--- config.mk ---
export PLATFORM = sky130hd
export DESIGN_NAME = two_level_round_robin_link_selector_top_flat
export DESIGN_NICKNAME = d
export VERILOG_FILES = /design/src/sv/trrls_pkg.sv /design/src/sv/trrls_if.sv /design/src/sv/trrls_ram.sv /design/src/sv/two_level_round_robin_link_selector_top.sv /design/src/flat_wrapper.sv
export VERILOG_INCLUDE_DIRS = /design/src /design/src/sv
export SDC_FILE = /design/constraint.sdc
export NUM_CORES = 2
export LEC_CHECK = 0
export BUFFER_PORTS_ARGS = -buffer_cell sky130_fd_sc_hd__buf_4
export CAP_MARGIN = 40
export CELL_PAD_IN_SITES_DETAIL_PLACEMENT = 0
export CELL_PAD_IN_SITES_GLOBAL_PLACEMENT = 1
export CORE_ASPECT_RATIO = 1.4
export CORE_UTILIZATION = 30
export CTS_CLUSTER_DIAMETER = 200
export DETAILED_ROUTE_END_ITERATION = 16
export PLACE_DENSITY = 0.46
export SYNTH_ARGS = -nofsm -noshare
export SYNTH_HDL_FRONTEND = slang
export SYNTH_HIERARCHICAL = 1
export SYNTH_SLANG_ARGS = --single-unit
export TNS_END_PERCENT = 50
--- constraint.sdc ---
create_clock -name clk -period 12.9 [get_ports clk]
set_input_delay 1.29 -clock clk [delete_from_list [all_inputs] [get_ports clk]]
set_output_delay 1.29 -clock clk [all_outputs]
set_load 0.01 [all_outputs]
--- src/sv/two_level_round_robin_link_selector_top_macros.svh ---
// Assertion macros shared by the link selector RTL.
`ifndef TWO_LEVEL_ROUND_ROBIN_LINK_SELECTOR_TOP_MACROS_SVH
`define TWO_LEVEL_ROUND_ROBIN_LINK_SELECTOR_TOP_MACROS_SVH

// Same-cycle implication, sampled on clk and quiet during reset.
`define TRR_CHK_IMP(lbl, ante, cons, msg) \
	lbl: assert property (@(posedge clk) disable iff (!arst_n) (ante) |-> (cons)) \
		else $error(msg);

// Next-cycle implication, sampled on clk and quiet during reset.
`define TRR_CHK_NXT(lbl, ante, cons, msg) \
	lbl: assert property (@(posedge clk) disable iff (!arst_n) (ante) |=> (cons)) \
		else $error(msg);

`endif

--- src/sv/trrls_pkg.sv ---
// Types and codes shared by the link selector and its channel interfaces.
package trrls_pkg;

	typedef logic [1:0]  opcode_t;
	typedef logic [2:0]  status_t;
	typedef logic [31:0] ipaddr_t;
	typedef logic [15:0] port_t;
	typedef logic [2:0]  modidx_t;

	localparam opcode_t OP_REGISTER = 2'd0;
	localparam opcode_t OP_ADD      = 2'd1;
	localparam opcode_t OP_DELETE   = 2'd2;
	localparam opcode_t OP_SELECT   = 2'd3;

	localparam status_t ST_OK      = 3'd0;
	localparam status_t ST_UNKNOWN = 3'd1;
	localparam status_t ST_NONE    = 3'd2;
	localparam status_t ST_FULL    = 3'd3;
	localparam status_t ST_ABSENT  = 3'd4;

endpackage

--- src/sv/trrls_if.sv ---
// Request and response channel interfaces of the link selector.
interface trrls_req_if import trrls_pkg::*; ();
	logic    valid;
	logic    ready;
	opcode_t opcode;
	ipaddr_t ip_address;
	port_t   port;
	modidx_t module_index;

	modport source (output valid, output opcode, output ip_address, output port,
		output module_index, input ready);
	modport sink (input valid, input opcode, input ip_address, input port,
		input module_index, output ready);
endinterface

interface trrls_rsp_if import trrls_pkg::*; ();
	logic    valid;
	logic    ready;
	status_t status;
	ipaddr_t chosen_address;
	port_t   chosen_port;

	modport source (output valid, output status, output chosen_address,
		output chosen_port, input ready);
	modport sink (input valid, input status, input chosen_address,
		input chosen_port, output ready);
endinterface

--- src/sv/trrls_ram.sv ---
// Generic single-write, single-read RAM with registered read data.
module trrls_ram #(
	parameter int WIDTH = 32,
	parameter int DEPTH = 16
) (
	input  logic                                   clk,
	input  logic                                   wr_en,
	input  logic [((DEPTH > 1) ? $clog2(DEPTH) : 1)-1:0] wr_addr,
	input  logic [WIDTH-1:0]                       wr_data,
	input  logic                                   rd_en,
	input  logic [((DEPTH > 1) ? $clog2(DEPTH) : 1)-1:0] rd_addr,
	output logic [WIDTH-1:0]                       rd_data
);

	logic [WIDTH-1:0] mem_q [DEPTH];

	always_ff @(posedge clk) begin
		if (wr_en) begin
			mem_q[wr_addr] <= wr_data;
		end
		if (rd_en) begin
			rd_data <= mem_q[rd_addr];
		end
	end

endmodule

--- src/sv/two_level_round_robin_link_selector_top.sv ---
// Two-level round-robin link selector: address table, port lists and pointers.
//
//   channel  dir  beat contents
//   req      in   opcode, ip_address, port, module_index
//   rsp      out  status, chosen_address, chosen_port (one beat per request)
//
// One request is worked at a time: the request is accepted, the address table is scanned,
// and the opcode is then dispatched. Register and add finish at dispatch, delete scans and
// shifts its port list, and select reads the chosen entry; a select, or a delete that
// empties a list, then searches the slots for the module's next pointer. The completion
// state loads the response register, and it stalls while the previous beat still waits
// on rsp. arst_n clears all counts, pointers and valid flags; the RAMs need no clearing
// because only slots below the fill count and ports below a count are read.
module two_level_round_robin_link_selector_top
	import trrls_pkg::*;
#(
	parameter int MAX_ADDRESSES         = 16,
	parameter int MAX_MODULES           = 8,
	parameter int MAX_PORTS_PER_ADDRESS = 8
) (
	input  logic clk,
	input  logic arst_n,
	trrls_req_if.sink   req,
	trrls_rsp_if.source rsp
);

	`include "two_level_round_robin_link_selector_top_macros.svh"

	localparam int SW  = (MAX_ADDRESSES > 1) ? $clog2(MAX_ADDRESSES) : 1;
	localparam int CW  = $clog2(MAX_ADDRESSES + 2);
	localparam int NW  = $clog2(MAX_PORTS_PER_ADDRESS + 1);
	localparam int PIW = (MAX_PORTS_PER_ADDRESS > 1) ? $clog2(MAX_PORTS_PER_ADDRESS) : 1;
	localparam int MW  = (MAX_MODULES > 1) ? $clog2(MAX_MODULES) : 1;
	localparam int PD  = MAX_ADDRESSES * MAX_PORTS_PER_ADDRESS;
	localparam int PAW = (PD > 1) ? $clog2(PD) : 1;

	localparam logic [3:0] S_IDLE    = 4'd0;
	localparam logic [3:0] S_LOOK    = 4'd1;
	localparam logic [3:0] S_DISP    = 4'd2;
	localparam logic [3:0] S_DSCAN   = 4'd3;
	localparam logic [3:0] S_DSHIFT  = 4'd4;
	localparam logic [3:0] S_DFIN    = 4'd5;
	localparam logic [3:0] S_SELCHK  = 4'd6;
	localparam logic [3:0] S_SELWAIT = 4'd7;
	localparam logic [3:0] S_ADV     = 4'd8;
	localparam logic [3:0] S_OUT     = 4'd9;

	logic [3:0]    state_q;
	opcode_t       op_q;
	ipaddr_t       ip_q;
	port_t         port_q;
	modidx_t       mod_q;
	logic [CW-1:0] slots_q;
	logic [CW-1:0] ix_q;
	logic          lk_v_s1;
	logic [SW-1:0] lk_ix_s1;
	logic          found_q;
	logic [SW-1:0] slot_q;
	logic [SW-1:0] t_q;
	logic [SW-1:0] cand_q;
	logic [MW-1:0] m_q;
	logic [NW-1:0] n_q;
	logic [NW-1:0] hit_q;
	logic [PAW-1:0] base_q;
	logic [NW:0]   pix_q;
	logic          pv_s1;
	logic [NW:0]   pix_s1;

	logic [MW-1:0]  owner_q [MAX_ADDRESSES];
	logic [NW-1:0]  cnt_q   [MAX_ADDRESSES];
	logic [PIW-1:0] ptr_q   [MAX_ADDRESSES];
	logic [SW-1:0]  mptr_q  [MAX_MODULES];
	logic           mset_q  [MAX_MODULES];

	status_t res_st_q;
	ipaddr_t res_addr_q;
	port_t   res_port_q;
	logic    ov_q;
	status_t ost_q;
	ipaddr_t oaddr_q;
	port_t   oport_q;

	// Address RAM ports.
	logic          aw_en;
	logic [SW-1:0] aw_addr;
	logic          ar_en;
	logic [SW-1:0] ar_addr;
	ipaddr_t       addr_rd;

	// Port RAM ports.
	logic           pw_en;
	logic [PAW-1:0] pw_addr;
	port_t          pw_data;
	logic           pr_en;
	logic [PAW-1:0] pr_addr;
	port_t          port_rd;

	// One read index into the per-slot registers and one into the per-module registers.
	logic [SW-1:0]  sidx;
	logic [MW-1:0]  midx;
	logic [MW-1:0]  o_rd;
	logic [NW-1:0]  c_rd;
	logic [PIW-1:0] p_rd;
	logic           ms_rd;
	logic [SW-1:0]  mp_rd;

	logic [PIW-1:0] sel_p;
	logic [PIW-1:0] sel_pn;
	logic [PIW-1:0] pdec;
	logic [NW-1:0]  nn;
	logic           elig;
	logic [SW-1:0]  mp_next;
	logic [SW-1:0]  t_next;
	logic [SW-1:0]  cand_next;
	logic [PAW-1:0] slot_base;
	logic [PAW-1:0] t_base;

	function automatic logic [SW-1:0] next_slot(input logic [SW-1:0] cur);
		logic [SW-1:0] nxt;
		if (int'(cur) == MAX_ADDRESSES - 1) begin
			nxt = '0;
		end else begin
			nxt = cur + 1'b1;
		end
		return nxt;
	endfunction

	always_comb begin
		case (state_q)
			S_SELCHK: sidx = t_q;
			S_ADV:    sidx = cand_q;
			default:  sidx = slot_q;
		endcase
	end

	assign o_rd  = owner_q[sidx];
	assign c_rd  = cnt_q[sidx];
	assign p_rd  = ptr_q[sidx];
	assign midx  = (state_q == S_DISP) ? o_rd : m_q;
	assign ms_rd = mset_q[midx];
	assign mp_rd = mptr_q[midx];

	assign slot_base = PAW'(int'(slot_q) * MAX_PORTS_PER_ADDRESS);
	assign t_base    = PAW'(int'(t_q) * MAX_PORTS_PER_ADDRESS);
	assign sel_p     = (NW'(p_rd) >= c_rd) ? '0 : p_rd;
	assign sel_pn    = ((NW'(sel_p) + 1'b1) >= c_rd) ? '0 : sel_p + 1'b1;
	assign nn        = n_q - 1'b1;
	assign pdec      = (NW'(p_rd) > hit_q) ? p_rd - 1'b1 : p_rd;
	assign elig      = (CW'(cand_q) < slots_q) && (o_rd == m_q) && (c_rd != '0);
	assign mp_next   = next_slot(mp_rd);
	assign t_next    = next_slot(t_q);
	assign cand_next = next_slot(cand_q);

	always_comb begin
		aw_en   = 1'b0;
		aw_addr = slots_q[SW-1:0];
		ar_en   = 1'b0;
		ar_addr = ix_q[SW-1:0];
		pw_en   = 1'b0;
		pw_addr = slot_base + PAW'(c_rd);
		pw_data = port_q;
		pr_en   = 1'b0;
		pr_addr = base_q + PAW'(pix_q);
		case (state_q)
			S_LOOK: begin
				ar_en = (ix_q < slots_q);
			end
			S_DISP: begin
				if (op_q == OP_REGISTER) begin
					aw_en = !found_q && (slots_q < CW'(MAX_ADDRESSES))
						&& (int'(mod_q) < MAX_MODULES);
				end else if (op_q == OP_ADD) begin
					pw_en = found_q && (int'(c_rd) < MAX_PORTS_PER_ADDRESS);
				end
			end
			S_DSCAN: begin
				pr_en = (pix_q < {1'b0, n_q});
			end
			S_DSHIFT: begin
				pr_en   = (pix_q < {1'b0, n_q});
				// The beat read last cycle moves down by one entry.
				pw_en   = pv_s1;
				pw_addr = base_q + PAW'(pix_s1) - 1'b1;
				pw_data = port_rd;
			end
			S_SELCHK: begin
				ar_en   = 1'b1;
				ar_addr = t_q;
				pr_en   = 1'b1;
				pr_addr = t_base + PAW'(sel_p);
			end
			default: begin
			end
		endcase
	end

	trrls_ram #(.WIDTH(32), .DEPTH(MAX_ADDRESSES)) u_addr_ram (
		.clk     (clk),
		.wr_en   (aw_en),
		.wr_addr (aw_addr),
		.wr_data (ip_q),
		.rd_en   (ar_en),
		.rd_addr (ar_addr),
		.rd_data (addr_rd)
	);

	trrls_ram #(.WIDTH(16), .DEPTH(PD)) u_port_ram (
		.clk     (clk),
		.wr_en   (pw_en),
		.wr_addr (pw_addr),
		.wr_data (pw_data),
		.rd_en   (pr_en),
		.rd_addr (pr_addr),
		.rd_data (port_rd)
	);

	// Owner needs no reset: it is only read for slots below the fill count.
	always_ff @(posedge clk) begin
		if (state_q == S_DISP && aw_en) begin
			owner_q[slots_q[SW-1:0]] <= MW'(mod_q);
		end
	end

	always_ff @(posedge clk or negedge arst_n) begin
		if (!arst_n) begin
			state_q    <= S_IDLE;
			op_q       <= OP_REGISTER;
			ip_q       <= '0;
			port_q     <= '0;
			mod_q      <= '0;
			slots_q    <= '0;
			ix_q       <= '0;
			lk_v_s1    <= 1'b0;
			lk_ix_s1   <= '0;
			found_q    <= 1'b0;
			slot_q     <= '0;
			t_q        <= '0;
			cand_q     <= '0;
			m_q        <= '0;
			n_q        <= '0;
			hit_q      <= '0;
			base_q     <= '0;
			pix_q      <= '0;
			pv_s1      <= 1'b0;
			pix_s1     <= '0;
			res_st_q   <= ST_OK;
			res_addr_q <= '0;
			res_port_q <= '0;
			ov_q       <= 1'b0;
			ost_q      <= ST_OK;
			oaddr_q    <= '0;
			oport_q    <= '0;
			for (int i = 0; i < MAX_ADDRESSES; i++) begin
				cnt_q[i] <= '0;
				ptr_q[i] <= '0;
			end
			for (int i = 0; i < MAX_MODULES; i++) begin
				mptr_q[i] <= '0;
				mset_q[i] <= 1'b0;
			end
		end else begin
			// The completion state reloads the response register itself.
			if (ov_q && rsp.ready && state_q != S_OUT) begin
				ov_q <= 1'b0;
			end
			unique case (state_q)
				S_IDLE: begin
					if (req.valid) begin
						op_q       <= req.opcode;
						ip_q       <= req.ip_address;
						port_q     <= req.port;
						mod_q      <= req.module_index;
						ix_q       <= '0;
						lk_v_s1    <= 1'b0;
						found_q    <= 1'b0;
						res_st_q   <= ST_OK;
						res_addr_q <= '0;
						res_port_q <= '0;
						state_q    <= S_LOOK;
					end
				end
				S_LOOK: begin
					if (lk_v_s1 && addr_rd == ip_q) begin
						found_q <= 1'b1;
						slot_q  <= lk_ix_s1;
						state_q <= S_DISP;
					end else if (!lk_v_s1 && ix_q > slots_q) begin
						state_q <= S_DISP;
					end else begin
						lk_v_s1  <= (ix_q < slots_q);
						lk_ix_s1 <= ix_q[SW-1:0];
						if (ix_q <= slots_q) begin
							ix_q <= ix_q + 1'b1;
						end
					end
				end
				S_DISP: begin
					state_q <= S_OUT;
					if (op_q == OP_REGISTER) begin
						if (aw_en) begin
							cnt_q[slots_q[SW-1:0]] <= '0;
							ptr_q[slots_q[SW-1:0]] <= '0;
							slots_q                <= slots_q + 1'b1;
						end else begin
							res_st_q <= ST_FULL;
						end
					end else if (!found_q) begin
						res_st_q <= ST_UNKNOWN;
					end else begin
						case (op_q)
							OP_ADD: begin
								if (int'(c_rd) >= MAX_PORTS_PER_ADDRESS) begin
									res_st_q <= ST_FULL;
								end else begin
									cnt_q[slot_q] <= c_rd + 1'b1;
									if (c_rd == '0) begin
										ptr_q[slot_q] <= '0;
									end
									if (!ms_rd) begin
										mset_q[o_rd] <= 1'b1;
										mptr_q[o_rd] <= slot_q;
									end
								end
							end
							OP_DELETE: begin
								n_q    <= c_rd;
								m_q    <= o_rd;
								base_q <= slot_base;
								pix_q  <= '0;
								pv_s1  <= 1'b0;
								if (c_rd == '0) begin
									res_st_q <= ST_ABSENT;
								end else begin
									state_q <= S_DSCAN;
								end
							end
							default: begin
								if (!ms_rd) begin
									res_st_q <= ST_NONE;
								end else begin
									t_q     <= mp_rd;
									m_q     <= o_rd;
									state_q <= S_SELCHK;
								end
							end
						endcase
					end
				end
				S_DSCAN: begin
					if (pv_s1 && port_rd == port_q) begin
						hit_q   <= NW'(pix_s1);
						pix_q   <= pix_s1 + 1'b1;
						pv_s1   <= 1'b0;
						state_q <= S_DSHIFT;
					end else if (!pv_s1 && pix_q >= {1'b0, n_q}) begin
						res_st_q <= ST_ABSENT;
						state_q  <= S_OUT;
					end else begin
						pv_s1  <= (pix_q < {1'b0, n_q});
						pix_s1 <= pix_q;
						if (pix_q < {1'b0, n_q}) begin
							pix_q <= pix_q + 1'b1;
						end
					end
				end
				S_DSHIFT: begin
					if (!pv_s1 && pix_q >= {1'b0, n_q}) begin
						state_q <= S_DFIN;
					end else begin
						pv_s1  <= (pix_q < {1'b0, n_q});
						pix_s1 <= pix_q;
						if (pix_q < {1'b0, n_q}) begin
							pix_q <= pix_q + 1'b1;
						end
					end
				end
				S_DFIN: begin
					cnt_q[slot_q] <= nn;
					state_q       <= S_OUT;
					if (nn != '0) begin
						ptr_q[slot_q] <= (NW'(pdec) >= nn) ? '0 : pdec;
					end else begin
						ptr_q[slot_q] <= '0;
						// The list went empty, so the owner moves to its next live slot.
						if (ms_rd) begin
							cand_q  <= mp_next;
							ix_q    <= CW'(1);
							state_q <= S_ADV;
						end
					end
				end
				S_SELCHK: begin
					if (CW'(t_q) >= slots_q || c_rd == '0) begin
						res_st_q <= ST_NONE;
						state_q  <= S_OUT;
					end else begin
						ptr_q[t_q] <= sel_pn;
						state_q    <= S_SELWAIT;
					end
				end
				S_SELWAIT: begin
					res_addr_q <= addr_rd;
					res_port_q <= port_rd;
					cand_q     <= t_next;
					ix_q       <= CW'(1);
					state_q    <= S_ADV;
				end
				S_ADV: begin
					// Visits every slot once, ending on the current one.
					if (elig) begin
						mptr_q[m_q] <= cand_q;
						state_q     <= S_OUT;
					end else if (ix_q == CW'(MAX_ADDRESSES)) begin
						mset_q[m_q] <= 1'b0;
						mptr_q[m_q] <= '0;
						state_q     <= S_OUT;
					end else begin
						cand_q <= cand_next;
						ix_q   <= ix_q + 1'b1;
					end
				end
				S_OUT: begin
					if (!ov_q || rsp.ready) begin
						ov_q    <= 1'b1;
						ost_q   <= res_st_q;
						oaddr_q <= res_addr_q;
						oport_q <= res_port_q;
						state_q <= S_IDLE;
					end
				end
				default: begin
					state_q <= S_IDLE;
				end
			endcase
		end
	end

	assign req.ready          = (state_q == S_IDLE);
	assign rsp.valid          = ov_q;
	assign rsp.status         = ost_q;
	assign rsp.chosen_address = oaddr_q;
	assign rsp.chosen_port    = oport_q;

	`TRR_CHK_NXT(a_accept_starts_work, req.valid && req.ready, state_q == S_LOOK,
		"accepted request did not start the lookup")
	`TRR_CHK_IMP(a_slots_bounded, 1'b1, slots_q <= CW'(MAX_ADDRESSES),
		"fill count exceeds the address table")
	`TRR_CHK_IMP(a_rsp_from_done, $rose(ov_q), $past(state_q) == S_OUT,
		"response raised outside the completion state")

endmodule

--- src/flat_wrapper.sv ---
// flat-port wrapper written by rule: the top's interface ports become plain ports
module two_level_round_robin_link_selector_top_flat import trrls_pkg::*;
#(
	parameter int MAX_ADDRESSES         = 16,
	parameter int MAX_MODULES           = 8,
	parameter int MAX_PORTS_PER_ADDRESS = 8
)
  (clk, arst_n, req_valid, req_opcode, req_ip_address, req_port, req_module_index, req_ready, rsp_valid, rsp_status, rsp_chosen_address, rsp_chosen_port, rsp_ready);
  trrls_req_if req_i ();
  trrls_rsp_if rsp_i ();
  input  logic clk;
  input  logic arst_n;
  input wire logic [$bits(req_i.valid)-1:0] req_valid;
  input wire logic [$bits(req_i.opcode)-1:0] req_opcode;
  input wire logic [$bits(req_i.ip_address)-1:0] req_ip_address;
  input wire logic [$bits(req_i.port)-1:0] req_port;
  input wire logic [$bits(req_i.module_index)-1:0] req_module_index;
  output wire logic [$bits(req_i.ready)-1:0] req_ready;
  output wire logic [$bits(rsp_i.valid)-1:0] rsp_valid;
  output wire logic [$bits(rsp_i.status)-1:0] rsp_status;
  output wire logic [$bits(rsp_i.chosen_address)-1:0] rsp_chosen_address;
  output wire logic [$bits(rsp_i.chosen_port)-1:0] rsp_chosen_port;
  input wire logic [$bits(rsp_i.ready)-1:0] rsp_ready;
  assign req_i.valid = req_valid;
  assign req_i.opcode = req_opcode;
  assign req_i.ip_address = req_ip_address;
  assign req_i.port = req_port;
  assign req_i.module_index = req_module_index;
  assign req_ready = req_i.ready;
  assign rsp_valid = rsp_i.valid;
  assign rsp_status = rsp_i.status;
  assign rsp_chosen_address = rsp_i.chosen_address;
  assign rsp_chosen_port = rsp_i.chosen_port;
  assign rsp_i.ready = rsp_ready;
  two_level_round_robin_link_selector_top #(.MAX_ADDRESSES(MAX_ADDRESSES), .MAX_MODULES(MAX_MODULES), .MAX_PORTS_PER_ADDRESS(MAX_PORTS_PER_ADDRESS)) u_core (.clk(clk), .arst_n(arst_n), .req(req_i), .rsp(rsp_i));
endmodule
# ---- Word level (Yosys, flattened, before mapping)
# Memory sizes are Yosys's and may differ from the RTL's. A register that Yosys moved wholly into a read port is not among the register bits.
# Cells that the tools add are included.
dict set report totals {
  n_memories 3
  regBits 366
  wordCells 427
  inputBits 57
  ram_bits 2608
}
dict set report classes {
  add_sub_neg 17
  n_eq_ne 53
  order_cmp 26
  n_reduce_logical 62
  bitwise_logic 23
  muxes 168
}
# name depth width read_ports rd_ports_with_merged_regs write_ports line_no
set mem_list {}
lappend mem_list {u_core.u_port_ram.mem_q 128 16 1 1 1 trrls_ram.sv:15} ;# logic [WIDTH-1:0] mem_q [DEPTH];
lappend mem_list {u_core.u_addr_ram.mem_q 16 32 1 1 1 trrls_ram.sv:15}
lappend mem_list {u_core.owner_q 16 3 1 0 1 two_level_round_robin_link_selector_top.sv:69} ;# logic [MW-1:0] owner_q [MAX_ADDRESSES];
# op n
set op_table {}
lappend op_table {{48-bit 2-to-1 mux} 8}
lappend op_table {{64-bit 2-to-1 mux} 5}
lappend op_table {{32-bit 2-to-1 mux} 8}
lappend op_table {{48-bit case mux with 3 select lines} 1}
lappend op_table {{64-bit bitwise mux} 2}
lappend op_table {{32-bit case mux with 2 select lines} 2}
lappend op_table {{64-bit case mux with 2 select lines} 1}
lappend op_table {{4-bit 2-to-1 mux} 31}
lappend op_table {{48-bit bitwise AND} 2}
lappend op_table {{48-bit bitwise mux} 2}
lappend op_table {{48-bit inverter} 2}
lappend op_table {{5-bit 2-to-1 mux} 16}
lappend op_table {{64-bit bitwise AND} 1}
lappend op_table {{32-bit bitwise mux} 2}
lappend op_table {{64-bit inverter} 1}
lappend op_table {{3-bit 2-to-1 mux} 21}
lappend op_table {{8-bit 2-to-1 mux} 7}
lappend op_table {{4-bit case mux with 10 select lines} 1}
lappend op_table {{3-bit demux with 4-bit select} 3}
lappend op_table {{32-bit bitwise AND} 1}
lappend op_table {{4-bit demux with 4-bit select} 2}
lappend op_table {{32-bit equality test} 1}
lappend op_table {{16-bit 2-to-1 mux} 2}
lappend op_table {{32-bit inverter} 1}
lappend op_table {{86 further kinds} 226}

# ---- Depth between registers and ports, before layout
# An unclocked memory read counts as a cell.
dict set report logic_depth {
  depth_word 15
  mapped_depth 32
  depth_no_buf 24
}

# ---- Modules after synthesis
# Netlist, hierarchy kept.
# mod seq_area_each_um2 n_inst cells_each area_each_um2
set modules_own_cells {}
lappend modules_own_cells {{trrls_ram at u_core.u_port_ram} 61979.4 1 3085 78684.2}
lappend modules_own_cells {two_level_round_robin_link_selector_top 10600.2 1 2584 24584.8}
lappend modules_own_cells {{trrls_ram at u_core.u_addr_ram} 16335.7 1 838 20155.6}

# ---- Worst setup path before layout
# Ideal clock, no wire load.
dict set report synth_timing {
  kind {flip-flop to flip-flop}
  from {register u_core.state_q[2]}
  to {register u_core.u_port_ram.rd_data[0] (read register of u_core.u_port_ram.mem_q), data pin}
  stages_incl_launch_ff 27
  setup_ns 0.260
  synth_period_minus_slack_ns 6.877
  required_time_ns 12.640
  arrival_time_ns 6.617
  path_buffers 9
  setup_slack_ns 6.023
  cell_sequence {dfrtp_1 buf_6 or4b_1 buf_2 and3_4 nor2_4 buf_6 buf_4 buf_4 mux2i_1 mux4_2 nand2_1 nand2_1 clkbuf_1 inv_1 clkbuf_1 ha_1 nand2b_1 a21o_1 a21oi_1 o21ai_0 o21ai_0 clkbuf_1 buf_1 mux4_2 mux4_2 mux2_2}
}
dict set report synth_between {
  elab_chain_len 10
  elab_cells_between_ends 18
  cone_classes {add/sub (1); order compare (1); eq/ne (4); mux (10); bitwise (1); reduce/logical (1)}
}
# element line_no
set synth_rtl {}
lappend synth_rtl {{start: declaration} two_level_round_robin_link_selector_top.sv:48} ;# logic [3:0] state_q;
lappend synth_rtl {{start signal: assignment} two_level_round_robin_link_selector_top.sv:226} ;# state_q <= S_IDLE;
lappend synth_rtl {{start signal: assignment} two_level_round_robin_link_selector_top.sv:279} ;# state_q <= S_LOOK;
lappend synth_rtl {{start signal: assignment} two_level_round_robin_link_selector_top.sv:286} ;# state_q <= S_DISP;
lappend synth_rtl {{4-bit equality test / 4-bit by 3-bit equality test with 1-bit output (equally long branches)} two_level_round_robin_link_selector_top.sv:129} ;# case (state_q)
lappend synth_rtl {{4-bit case mux with 2 select lines *} two_level_round_robin_link_selector_top.sv:129}
lappend synth_rtl {{4-bit inverter with 5-bit output (implied by the code) *} two_level_round_robin_link_selector_top.sv:137} ;# assign c_rd = cnt_q[sidx];
lappend synth_rtl {{4-bit binary-select mux with 4-bit select *} two_level_round_robin_link_selector_top.sv:137}
lappend synth_rtl {{4-bit 2-to-1 mux (implied by the code) * (2 in a row)} two_level_round_robin_link_selector_top.sv:137}
lappend synth_rtl {{via u_core.c_rd[0]} two_level_round_robin_link_selector_top.sv:102} ;# logic [NW-1:0] c_rd;
lappend synth_rtl {{3-bit by 4-bit greater-or-equal comparator with 1-bit output *} two_level_round_robin_link_selector_top.sv:145} ;# assign sel_p = (NW'(p_rd) >= c_rd) ? '0 : p_rd;
lappend synth_rtl {{3-bit 2-to-1 mux *} two_level_round_robin_link_selector_top.sv:145}
lappend synth_rtl {{7-bit by 3-bit adder with 7-bit output *} two_level_round_robin_link_selector_top.sv:190} ;# pr_addr = t_base + PAW'(sel_p);
lappend synth_rtl {{7-bit 2-to-1 mux *} two_level_round_robin_link_selector_top.sv:164} ;# case (state_q)
lappend synth_rtl {{via u_core.pr_addr[1]} two_level_round_robin_link_selector_top.sv:95} ;# logic [PAW-1:0] pr_addr;
lappend synth_rtl {{end: declaration} trrls_ram.sv:12} ;# output logic [WIDTH-1:0] rd_data
# The timed path passes the listed nets; every way through them passes the cells marked *. The select of a mux whose other input is x is not followed.
# A chain may end at the register's enable or synchronous reset.

# ---- Worst setup path after layout
dict set report layout_timing {
  from {register u_core.state_q[0]}
  to {register u_core.u_port_ram.rd_data[14] (read register of u_core.u_port_ram.mem_q), data pin}
}
dict set report layout_between {
  elab_chain_len 10
  elab_cells_between_ends 18
  cone_classes {add/sub (1); order compare (1); eq/ne (4); mux (10); bitwise (1); reduce/logical (1)}
}
# element line_no
set layout_rtl {}
lappend layout_rtl {{4-bit equality test / 4-bit by 3-bit equality test with 1-bit output (equally long branches)} {two_level_round_robin_link_selector_top.sv:129, two_level_round_robin_link_selector_top.sv:164}}
lappend layout_rtl {{4-bit case mux with 2 select lines} two_level_round_robin_link_selector_top.sv:129}
lappend layout_rtl {{4-bit inverter with 5-bit output (implied by the code)} {two_level_round_robin_link_selector_top.sv:137, two_level_round_robin_link_selector_top.sv:138}}
lappend layout_rtl {{3-bit binary-select mux with 4-bit select / 4-bit binary-select mux with 4-bit select (equally long branches)} {two_level_round_robin_link_selector_top.sv:138, two_level_round_robin_link_selector_top.sv:137}}
lappend layout_rtl {{3-bit 2-to-1 mux (implied by the code) / 4-bit 2-to-1 mux (equally long branches) (2 in a row)} {two_level_round_robin_link_selector_top.sv:138, two_level_round_robin_link_selector_top.sv:137}}
lappend layout_rtl {{3-bit by 4-bit greater-or-equal comparator with 1-bit output} two_level_round_robin_link_selector_top.sv:145}
lappend layout_rtl {{3-bit 2-to-1 mux} two_level_round_robin_link_selector_top.sv:145}
lappend layout_rtl {{7-bit by 3-bit adder with 7-bit output} two_level_round_robin_link_selector_top.sv:190}
lappend layout_rtl {{7-bit 2-to-1 mux *} two_level_round_robin_link_selector_top.sv:164}
lappend layout_rtl {{via u_core.pr_addr[2]} two_level_round_robin_link_selector_top.sv:95}
# Marks and branches as above.

==> Flow_metrics.wiki <==
{| class="wikitable"
! Metric !! Value
|-
| Status || complete, no violations
|-
| Synth area leader || sky130_fd_sc_hd__edfxtp_1
|-
| Critical Path RT || 13.54 ns
|-
| Leak Pwr || 45.67 nW
|-
| Async S/R FF share, synth || 0.1211
|-
| Number of clock sinks || 3022
|-
| Clock latency on the worst-skew pair || 0.92 ns
|-
| Number of hold-slack violations in the final timing report || 0
|-
| Worst slew margin || 0.08502
|-
| Placed instance count || 12011
|-
| Fraction of post-synthesis cell area in the top cell type by area || 0.6462
|-
| Gate Count Post-Synth || 6507
|-
| Fin. max-slew vios || 0
|-
| Post-CTS clock slew at the launch and capture registers of the worst setup and hold paths || 0.07 ns
|-
| Drt wl/cell || 31.07 um
|-
| Worst IR Drop VDD || 0.1427 mV
|-
| Data arrival time of the worst path || 10.59 ns
|-
| Synthesized area per cell || 18.97 um^2
|-
| Number of global-route vias before repair || 68386
|-
| Most common cell on crit path || sky130_fd_sc_hd__buf_4
|-
| Yosys synthesis warning count || 6
|-
| Worst hold slack after final layout || 0.3473 ns
|-
| Maximum Capacitance Violations || 0
|-
| Overall Global Routing Usage || 0.1875
|-
| Layout cell share with drive strength beyond 1 || 0.2748
|-
| Worst-case clock buffer depth || 4
|-
| Capture instance of the worst register-to-register path || u_core/u_port_ram/rd_data[14]
|-
| Layout-stage area growth over the synthesis result || 16.23%
|-
| Most numerous cell types in the synthesized netlist || sky130_fd_sc_hd__edfxtp_1 (2656), sky130_fd_sc_hd__mux4_2 (808), sky130_fd_sc_hd__dfrtp_1 (366)
|-
| Pin count of the biggest net entering global routing || 135
|-
| Reg-to-Reg Start || u_core/state_q[0]
|-
| Full die area || 414000 um^2
|-
| Crit Path Class || register to register
|-
| Final cell area excluding filler cells || 143500 um^2
|-
| Post-synth net total || 6633
|-
| Residual DRC || 0
|-
| Clock root buffer || sky130_fd_sc_hd__clkbuf_16
|-
| Setup TNS || 0 ns
|-
| Routed vias || 65150
|-
| Clock Skew || 0.06980 ns
|-
| Startpoint of the worst setup timing path || u_core/state_q[0]
|-
| Crit path time final || 9.959 ns
|-
| Count of buffers added by post-CTS timing repair for setup || 0
|-
| Delay of the slowest critical-path stage || 0.80 ns
|-
| Flops & latches, synth || 3022
|-
| Vias per cell || 5.177
|-
| Hold Crit Class || input pin to asynchronous set/reset pin
|-
| HPWL after detailed placement || 237.7 mm
|-
| Number of nets with antenna violations after routing || 0
|-
| Quantity of hold-fixing buffers added after cts || 0
|-
| Filler Cell Count || 38387
|-
| Number of antenna violations at the first check in global routing || 16
|-
| Number of buffers created by CTS || 317
|-
| Count of boundary I/O pins || 110
|-
| Flip-flop cell with the highest count after synthesis || sky130_fd_sc_hd__edfxtp_1
|-
| Final GP Congestion || 0.8130
|-
| Capture point of the worst path || u_core/u_port_ram/rd_data[14]
|-
| Maximum fanout count along the critical path || 49
|-
| Initial Util || 0.3015
|-
| R2R Setup Slk || 2.94 ns
|-
| Global-route wire length before repair || 547.5 mm
|-
| Detailed Route Iter0 Violations || 5376
|-
| Crit path capture type || register
|-
| Clock tree from TritonCTS || built
|-
| Total power per unit cell area || 184.0 nW/um^2
|-
| Most repeated cell in the gate-level netlist after synthesis || sky130_fd_sc_hd__edfxtp_1
|-
| Total wirelength of the detailed-routed design || 391.0 mm
|-
| CP Launch Type || register
|-
| CP max stage cell || sky130_fd_sc_hd__dfrtp_1
|-
| Die height || 760.9 um
|-
| Post-cts repair resize count || 0
|-
| Count of input and output buffers || 109
|-
| Fin cells || 12584
|-
| Total power after layout || 26.39 mW
|-
| Number of enable flip-flop cells after synthesis || 2656
|-
| Top area cells in the synthesized netlist || sky130_fd_sc_hd__edfxtp_1 (65%), sky130_fd_sc_hd__mux4_2 (15%), sky130_fd_sc_hd__dfrtp_1 (7.4%)
|-
| Floorplan Core Area || 409400 um^2
|-
| Ratio of final minimum period to clock period || 0.7720
|-
| Chip width || 544.1 um
|-
| Total grt overflow || 0
|-
| Number of placement rows || 278
|-
| Net count reported at finish || 6996
|-
| Final count of negative-setup-slack endpoints || 0
|-
| Highest attainable clock frequency || 100.4 MHz
|-
| Slew at the pin with the worst max-slew slack || 1.372 ns
|-
| Syn Std Cell Area || 123400 um^2
|-
| Depth of the worst register-to-register path || 22
|-
| Count of TritonRoute iterations in the first routing pass || 6
|-
| H-tree depth || 5
|-
| Count of cell types in the netlist || 85
|-
| Sequential area share after synthesis || 0.7204
|-
| RSZ-0062 raised after global routing || no
|-
| DP Area || 133100 um^2
|-
| List of cells traversed by the critical path || nand4bb_4, buf_4, nand3_1, nand2_1, buf_4, nand2_1, a311oi_1, a311o_1, nand2_1, inv_1, ha_1, nand2b_1, a21o_1, a21oi_1, o211ai_1, o21ai_4, buf_4, buf_4, mux4_2, mux4_2, mux4_2, mux2_2
|}
-- area by class of cell --
class	count	area, um^2	area share
Multi-Input combinational cell	3003	33080	0.2306
Clock buffer	391	8529	0.05946
Timing Repair Buffer	424	3860	0.02691
Antenna cell	9	22.52	0.0001570
Tap cell	5460	6832	0.04762
Inverter	102	382.9	0.002669
Sequential cell	3022	88920	0.6198
Clock inverter	173	1829	0.01275
-- how the worst min path moves through the flow --
stage / from / end
global placement: u_core/mptr_q[6] / u_core/mptr_q[6]
floorplan: u_core/cnt_q[41] / u_core/cnt_q[41]
CTS: arst_n / u_core/res_addr_q[7]
global route: arst_n / u_core/res_addr_q[8]
detailed placement: u_core/mptr_q[6] / u_core/mptr_q[6]
finish: arst_n / u_core/res_addr_q[8]
-- sequential cells by signal (all words and copies together), names as in the netlist, 16 cells and up --
name	count
u_core/rsp.chosen_address	32
u_core/u_port_ram/mem_q	2048
u_core/owner_q	48
u_core/ip_q	32
u_core/res_addr_q	32
u_core/u_addr_ram/rd_data	32
u_core/ptr_q	48
u_core/mptr_q	32
u_core/cnt_q	64
u_core/port_q	16
u_core/rsp.chosen_port	16
u_core/res_port_q	16
u_core/u_addr_ram/mem_q	512
u_core/u_port_ram/rd_data	16
-- where the power goes --
| group | total (mW) | internal (mW) | switching, mW |
|---|---|---|---|
| Combinational | 4.12 | 1.24 | 2.88 |
| Sequential | 12.9 | 12.3 | 0.645 |
| Clock | 9.33 | 5.37 | 3.95 |
| Total | 26.4 | 18.9 | 7.48 |
-- through the flow --
| stage | worst slack, ns | util |
|---|---|---|
| after CTS | 2.872 | 0.3503 |
| after floorplan | 6.023 | - |
| after global placement | 2.687 | 0.3227 |
| after detailed placement | 2.939 | 0.3250 |
| final | 2.941 | 0.3504 |
| after global routing | 2.434 | 0.3504 |
-- cells by family after synthesis --
kind of cell,synth area share
buffers and inverters,0.01601
adder cells (fa/ha/maj),0.007116
flip-flops,0.7204
multiplexers,0.1677
AND/OR/NAND/NOR,0.03723
XOR/XNOR,0.005038
AO/OA/AOI/OAI,0.04647
-- cell usage in the layout (no fill, tap or decap), types with 24 or more instances in the layout --
master	Yosys	routed
sky130_fd_sc_hd__a21oi_1	175	173
sky130_fd_sc_hd__a22o_1	36	36
sky130_fd_sc_hd__a22oi_1	121	121
sky130_fd_sc_hd__buf_12	0	27
sky130_fd_sc_hd__buf_4	11	362
sky130_fd_sc_hd__bufinv_16	0	33
sky130_fd_sc_hd__clkbuf_1	247	50
sky130_fd_sc_hd__clkbuf_16	0	324
sky130_fd_sc_hd__clkinv_1	0	42
sky130_fd_sc_hd__clkinv_2	0	59
sky130_fd_sc_hd__dfrtp_1	366	366
sky130_fd_sc_hd__edfxtp_1	2656	2656
sky130_fd_sc_hd__ha_1	67	66
sky130_fd_sc_hd__inv_1	102	102
sky130_fd_sc_hd__mux2_2	165	149
sky130_fd_sc_hd__mux2i_1	52	51
sky130_fd_sc_hd__mux4_2	808	808
sky130_fd_sc_hd__nand2_1	327	323
sky130_fd_sc_hd__nand2b_1	24	24
sky130_fd_sc_hd__nand3_1	129	128
sky130_fd_sc_hd__nand4_1	26	26
sky130_fd_sc_hd__nor2_1	316	279
sky130_fd_sc_hd__nor2_4	2	37
sky130_fd_sc_hd__nor3_1	68	62
sky130_fd_sc_hd__o21ai_0	92	82
sky130_fd_sc_hd__o22a_1	29	29
sky130_fd_sc_hd__o22ai_1	53	53
sky130_fd_sc_hd__o2bb2ai_1	34	34
sky130_fd_sc_hd__o32a_1	36	36
sky130_fd_sc_hd__xnor2_1	54	54
-- critical path, delay by kind of cell (launching register included) --
kind	cells	cell delay (ns)
and+or+nand+nor	6	2.04
AOI/OAI and AO/OA	6	1.69
adders and majority gates	1	0.35
DFF	1	0.80
buffers and inverters	5	2.88
muxes	4	1.78
-- layer usage --
metal / part of all wire / routed length (um) / global-route usage / vias to the layer above
li1: - / - / - / 27408
met1: 0.40 / 156700 / 0.2323 / 35552
met2: 0.53 / 207300 / 0.3407 / 1682
met3: 0.040 / 15730 / 0.02263 / 508
met4: 0.029 / 11250 / 0.05189 / 0
met5: 0 / 0 / 0 / -
(Power assumes the default switching activity.)
